## src/sv/pd_with_sine_feedforward_core_defines.svh

```systemverilog
// assertion macros shared by the pd controller rtl
`ifndef PD_WITH_SINE_FEEDFORWARD_CORE_DEFINES_SVH
`define PD_WITH_SINE_FEEDFORWARD_CORE_DEFINES_SVH

`ifndef SYNTHESIS
// same-cycle implication, checked at every rising edge outside reset
`define PDFF_ASSERT_IMPL(label, clk, rst_n, ante, cons) \
  label: assert property (@(posedge clk) disable iff (!rst_n) (ante) |-> (cons)) \
    else $error("pdff assertion failed");
// next-cycle implication, checked at every rising edge outside reset
`define PDFF_ASSERT_NEXT(label, clk, rst_n, ante, cons) \
  label: assert property (@(posedge clk) disable iff (!rst_n) (ante) |=> (cons)) \
    else $error("pdff assertion failed");
`else
`define PDFF_ASSERT_IMPL(label, clk, rst_n, ante, cons)
`define PDFF_ASSERT_NEXT(label, clk, rst_n, ante, cons)
`endif

`endif

```

## src/sv/pdff_pkg.sv

```systemverilog
// shared types, constants and the sine table generator of the pd controller
package pdff_pkg;

  localparam int SINE_TABLE_BITS_DEF = 10;
  localparam int PHASE_BITS_DEF      = 16;

  localparam int GAIN_W = 16;
  localparam int POS_W  = 16;
  localparam int TICK_W = 32;
  localparam int CMD_W  = 24;
  localparam int SINE_W = 16;
  localparam int CFG_IDX_W = 3;

  localparam logic signed [CMD_W-1:0] CMD_MAX = {1'b0, {(CMD_W-1){1'b1}}};
  localparam logic signed [CMD_W-1:0] CMD_MIN = {1'b1, {(CMD_W-1){1'b0}}};

  localparam longint unsigned Q30_ONE     = 64'd1073741824;
  localparam longint unsigned HALF_PI_Q30 = 64'd1686629713;

  // register indexes of the configuration port
  typedef enum logic [CFG_IDX_W-1:0] {
    CFG_PROP_GAIN    = 3'd0,
    CFG_DERIV_GAIN   = 3'd1,
    CFG_TARGET_POS   = 3'd2,
    CFG_WAVE_GAIN    = 3'd3,
    CFG_PHASE_STEP   = 3'd4,
    CFG_PHASE_OFFSET = 3'd5,
    CFG_FB_ENABLE    = 3'd6,
    CFG_FF_ENABLE    = 3'd7
  } cfg_idx_t;

  typedef struct packed {
    logic [GAIN_W-1:0]        prop_gain;
    logic [GAIN_W-1:0]        deriv_gain;
    logic signed [POS_W-1:0]  target_position;
    logic [GAIN_W-1:0]        wave_gain;
    logic [15:0]              phase_step;
    logic [15:0]              phase_offset;
    logic                     feedback_enable;
    logic                     feedforward_enable;
  } cfg_t;

  localparam cfg_t CFG_RESET = '{
    prop_gain:          16'd25600,
    deriv_gain:         16'd3840,
    target_position:    16'sd0,
    wave_gain:          16'd3840,
    phase_step:         16'd66,
    phase_offset:       16'd0,
    feedback_enable:    1'b1,
    feedforward_enable: 1'b0
  };

  // one sine table entry, round(32767*sin(2*pi*idx/2^tbits)), quarter-wave
  // symmetry and a q30 taylor series evaluated from the highest term down
  function automatic logic signed [SINE_W-1:0] sine_entry(input int unsigned idx,
                                                         input int unsigned tbits);
    longint unsigned n;
    longint unsigned i;
    longint unsigned q;
    longint unsigned r;
    longint unsigned a;
    longint unsigned x;
    longint unsigned x2;
    longint unsigned t;
    longint unsigned p;
    longint unsigned s;
    longint unsigned m;
    n = 64'd1 << tbits;
    i = longint'(idx) & (n - 64'd1);
    q = i >> (tbits - 2);
    r = i & ((64'd1 << (tbits - 2)) - 64'd1);
    a = q[0] ? (64'd1 << (tbits - 2)) - r : r;
    x = (a * HALF_PI_Q30) >> (tbits - 2);
    x2 = (x * x) >> 30;
    t = Q30_ONE;
    p = ((x2 * t) >> 30) / 210;
    t = (p >= Q30_ONE) ? 64'd0 : Q30_ONE - p;
    p = ((x2 * t) >> 30) / 156;
    t = (p >= Q30_ONE) ? 64'd0 : Q30_ONE - p;
    p = ((x2 * t) >> 30) / 110;
    t = (p >= Q30_ONE) ? 64'd0 : Q30_ONE - p;
    p = ((x2 * t) >> 30) / 72;
    t = (p >= Q30_ONE) ? 64'd0 : Q30_ONE - p;
    p = ((x2 * t) >> 30) / 42;
    t = (p >= Q30_ONE) ? 64'd0 : Q30_ONE - p;
    p = ((x2 * t) >> 30) / 20;
    t = (p >= Q30_ONE) ? 64'd0 : Q30_ONE - p;
    p = ((x2 * t) >> 30) / 6;
    t = (p >= Q30_ONE) ? 64'd0 : Q30_ONE - p;
    s = (x * t) >> 30;
    m = (s * 64'd32767 + (Q30_ONE >> 1)) >> 30;
    if (m > 64'd32767) begin
      m = 64'd32767;
    end
    if (q >= 64'd2) begin
      return -$signed(SINE_W'(m));
    end
    return $signed(SINE_W'(m));
  endfunction

endpackage

```

## src/sv/pdff_cfg_regs.sv

```systemverilog
// configuration register file of the pd controller
module pdff_cfg_regs (
  input  logic                                clk,
  input  logic                                rst_n,
  input  logic                                cfg_wr_en,
  input  logic [pdff_pkg::CFG_IDX_W-1:0]      cfg_index,
  input  logic [pdff_pkg::GAIN_W-1:0]         cfg_wdata,
  output pdff_pkg::cfg_t                      cfg
);

  pdff_pkg::cfg_t cfg_r;
  pdff_pkg::cfg_t cfg_nxt;

  // decode one write into the addressed field
  always_comb begin
    cfg_nxt = cfg_r;
    if (cfg_wr_en) begin
      unique case (pdff_pkg::cfg_idx_t'(cfg_index))
        pdff_pkg::CFG_PROP_GAIN:    cfg_nxt.prop_gain          = cfg_wdata;
        pdff_pkg::CFG_DERIV_GAIN:   cfg_nxt.deriv_gain         = cfg_wdata;
        pdff_pkg::CFG_TARGET_POS:   cfg_nxt.target_position    = $signed(cfg_wdata);
        pdff_pkg::CFG_WAVE_GAIN:    cfg_nxt.wave_gain          = cfg_wdata;
        pdff_pkg::CFG_PHASE_STEP:   cfg_nxt.phase_step         = cfg_wdata;
        pdff_pkg::CFG_PHASE_OFFSET: cfg_nxt.phase_offset       = cfg_wdata;
        pdff_pkg::CFG_FB_ENABLE:    cfg_nxt.feedback_enable    = cfg_wdata[0];
        pdff_pkg::CFG_FF_ENABLE:    cfg_nxt.feedforward_enable = cfg_wdata[0];
        default:                    cfg_nxt = cfg_r;
      endcase
    end
  end

  // register state
  always_ff @(posedge clk) begin
    if (!rst_n) begin
      cfg_r <= pdff_pkg::CFG_RESET;
    end else begin
      cfg_r <= cfg_nxt;
    end
  end

  assign cfg = cfg_r;

endmodule

```

## config.mk

```make
export PLATFORM = sky130hd
export DESIGN_NAME = pdff_cfg_regs
export DESIGN_NICKNAME = d
export VERILOG_FILES = /design/src/sv/pd_with_sine_feedforward_core_defines.svh /design/src/sv/pdff_pkg.sv /design/src/sv/pdff_cfg_regs.sv
export SDC_FILE = /design/constraint.sdc
export NUM_CORES = 1
export LEC_CHECK = 0
export ABC_AREA = 1
export BUFFER_PORTS_ARGS = -buffer_cell sky130_fd_sc_hd__buf_2
export CORE_MARGIN = 3
export CORE_UTILIZATION = 57
export CTS_BUF_LIST = sky130_fd_sc_hd__clkbuf_8
export DETAILED_ROUTE_END_ITERATION = 16
export PLACE_DENSITY = 0.87
export SYNTH_ARGS = -nofsm -noshare
export SYNTH_HDL_FRONTEND = slang
export SYNTH_SLANG_ARGS = --single-unit
```

## constraint.sdc

```tcl
create_clock -name clk -period 3.2 [get_ports clk]
set_clock_uncertainty 0.05 [all_clocks]
set_input_delay 0.48 -clock clk [delete_from_list [all_inputs] [get_ports clk]]
set_output_delay 0.48 -clock clk [all_outputs]
set_load 0.005 [all_outputs]
```

==> impl_results.md <==
* Cells along the critical path: buf_2, nor2_2, nand2_1, nand2_1, nand3_1
* DRT Pass-1 Iters at 6
* Top cell type by total area after synthesis: dfxtp_1
* CP required at 3.36 ns
* Commonest non-fill, non-tap cell in the layout: nor2_1
* Max cap viols at 0
* Mapped Cells at 553
* CTS resizes at 0
* Clock Sinks at 98
* Synth-to-layout area growth at 17.85%
* CP delay by family, top: simple AND/OR/NAND/NOR gates
* Vias per std cell at 5.276
* Worst hold stages at 3
* P_leak at 0.002303 uW
* Synth cell types at 15
* Syn_nets at 575
* Final Setup Violations at 0
* Pint at 1649 uW
* Final core occ at 0.7122
* Ys flop type: dfxtp_1
* Slew at the pin closest to its max-slew limit at 1.068 ns
* Setup CP Type: input pin to flip-flop
* Die Span X at 88.98 um
* EDFF count, synth at 0
* Final Hold Fails at 0
* Post-synth top area share at 0.4998
* CP Buf/Inv Count at 1
* Setup bufs post-CTS at 0
* All-Layer GR Usage at 0.2744
* Worst hold path class: input pin to flip-flop
* Hold Buf Count CTS at 0
* Commonest non-fill, non-tap cells in the layout: nor2_1 (169), buf_2 (119), nand2_1 (117)
* FF-to-FF End: cfg[96]
* Drc violations at 0
* H-tree Lvls at 3
* Period Utilization, post-route at 0.5514
* Largest net degree at the start of global routing at 99
* TritonCTS clock tree: yes
* CP Launch Type: input pin
* Synth area leaders: dfxtp_1 (50%), nor2_1 (16%), nand3_1 (12%)
* Routed wire length at 10670 um
* CP max stage delay at 0.83 ns
* RSZ-0062 raised after global routing: no
* Final Max Slew Viols at 0
* Time the worst path needs with I/O delays and setup at 1.764 ns
* CP most frequent cell: nand2_1
* Synthesized area at 3925 um^2
* Clk buf depth at 2
* Clock share of power at 0.316
* Ys async rst share at 0
* Initial Util at 0.6043
* Die Area at 7917 um^2
* Total power per unit cell area at 489.9 nW/um^2
* #FFs+latches synth at 98
* Net Sw Frac at 0.2722
* R2R cell count at 2
* Rel. slew slack at 0.2872
* Ports at 120
* Net count, final at 674
* Reg-to-Reg Start: cfg[96]
* Slowest CP cell: nor2_2
* Min-delay src: cfg_wdata[1]
* Total negative slack at 0 ns
* R2R Setup Slk at 2.50 ns
* Gr ovfl total at 0
* Post-DP HPWL at 7296 um
* # port buffers at 119
* Worst Path Arrival at 1.92 ns
* Vias in the first global route at 3413
* Core box area at 6495 um^2
* Peak VDD IR at 0.0003523 V
* Gp weighted congestion at 0.8678
* Via count at 3878
* Clock Latency Late Sink at 0.36 ns
* Fill cells at 524
* Die H at 88.98 um
* Outcome: finished clean
* Fraction of layout cells with a size suffix above 1 at 0.2329
* Syn avg cell area at 7.098 um^2
* Global-route wire length before repair at 16500 um
* Clock root buffer: clkbuf_8
* WHS Endpoint: cfg[19]
* Part of the power in registers at 0.567
* FP Rows at 29
* Synth Warn # at 0
* DRT antenna net count at 0
* Design Power at 2266 uW
* Routed wire per std cell at 14.51 um
* Cts bufs inserted at 9
* Comb power frac at 0.117
* Largest register FFs at 98
* F_max at 0.5668 GHz
* CP Max Fanout at 29
* NetSw at 616.9 uW
* Initial antenna violation count at 0
* Worst-path clk slew at 0.09 ns
* Initial DRC count at 385
* Sequential area share after synthesis at 0.4998
* Crit end category: flip-flop
## layout make-up
class | instances | area, um^2 | area share
timing repair buffer | 122 | 618.1 | 0.1336
tap | 77 | 96.34 | 0.02083
clock buffer | 10 | 137.6 | 0.02975
antenna | 1 | 2.502 | 0.0005410
inverter | 22 | 82.58 | 0.01785
multi-input combinational | 399 | 1692 | 0.3657
clock inverter | 6 | 35.03 | 0.007574
sequential | 98 | 1962 | 0.4241
## how the worst max path moves through the flow
stage                            start      end  slack [ns]  depth (start not counted)
after floorplan                  rst_n  cfg[19]        1.86                          4
after global placement    cfg_index[0]  cfg[95]        1.22                          5
after global routing      cfg_index[0]  cfg[96]        1.33                          5
after CTS                 cfg_index[0]  cfg[96]        1.49                          5
after detailed placement  cfg_index[0]  cfg[96]        1.10                          5
final                     cfg_index[0]  cfg[96]        1.44                          5
## per-layer routing
metal / part of all wire / global-route usage
met1: 0.40 / 0.3474
met2: 0.47 / 0.4312
met3: 0.11 / 0.07834
met4: 0.026 / 0.1340
met5: 0 / 0
## worst min-delay path, delay by kind of cell
family	cells	cell delay, ns
buf+inv	1	0.09
simple gates	2	0.10
## cell usage after synthesis, types with 3 or more instances
cell type	number
clkbuf_1	3
inv_1	19
buf_1	6
nand2_1	117
inv_2	3
nand2_2	4
buf_2	14
dfxtp_1	98
buf_6	4
nor2_4	6
nor2_1	172
buf_4	7
nand3_1	98
## stage by stage
stage | cells | instance area (um^2) | hold slack (ns) | setup WS [ns]
after CTS | 734 | 4623 | 0.2827 | 1.488
after detailed placement | 718 | 4451 | 0.4068 | 1.105
after global placement | 718 | 4451 | 0.3958 | 1.218
after floorplan | 553 | 3925 | 0.4026 | 1.855
final | 735 | 4626 | 0.2948 | 1.436
after global routing | 734 | 4623 | 0.2850 | 1.333
## cell families after synthesis
group / share of synthesized area
buffers and inverters: 0.07236
AND/OR/NAND/NOR: 0.4265
flip-flops: 0.4998
AO/OA/AOI/OAI: 0.001274
## power by group through the flow
stage | combinational [uW] | clock, uW | sequential [uW]
after floorplan | 164 | 0 | 1310
after global placement | 255 | 0 | 1310
after detailed placement | 262 | 0 | 1310
after CTS | 263 | 720 | 1280
after global routing | 294 | 781 | 1290
final | 265 | 716 | 1280
(Power assumes the default switching activity.)
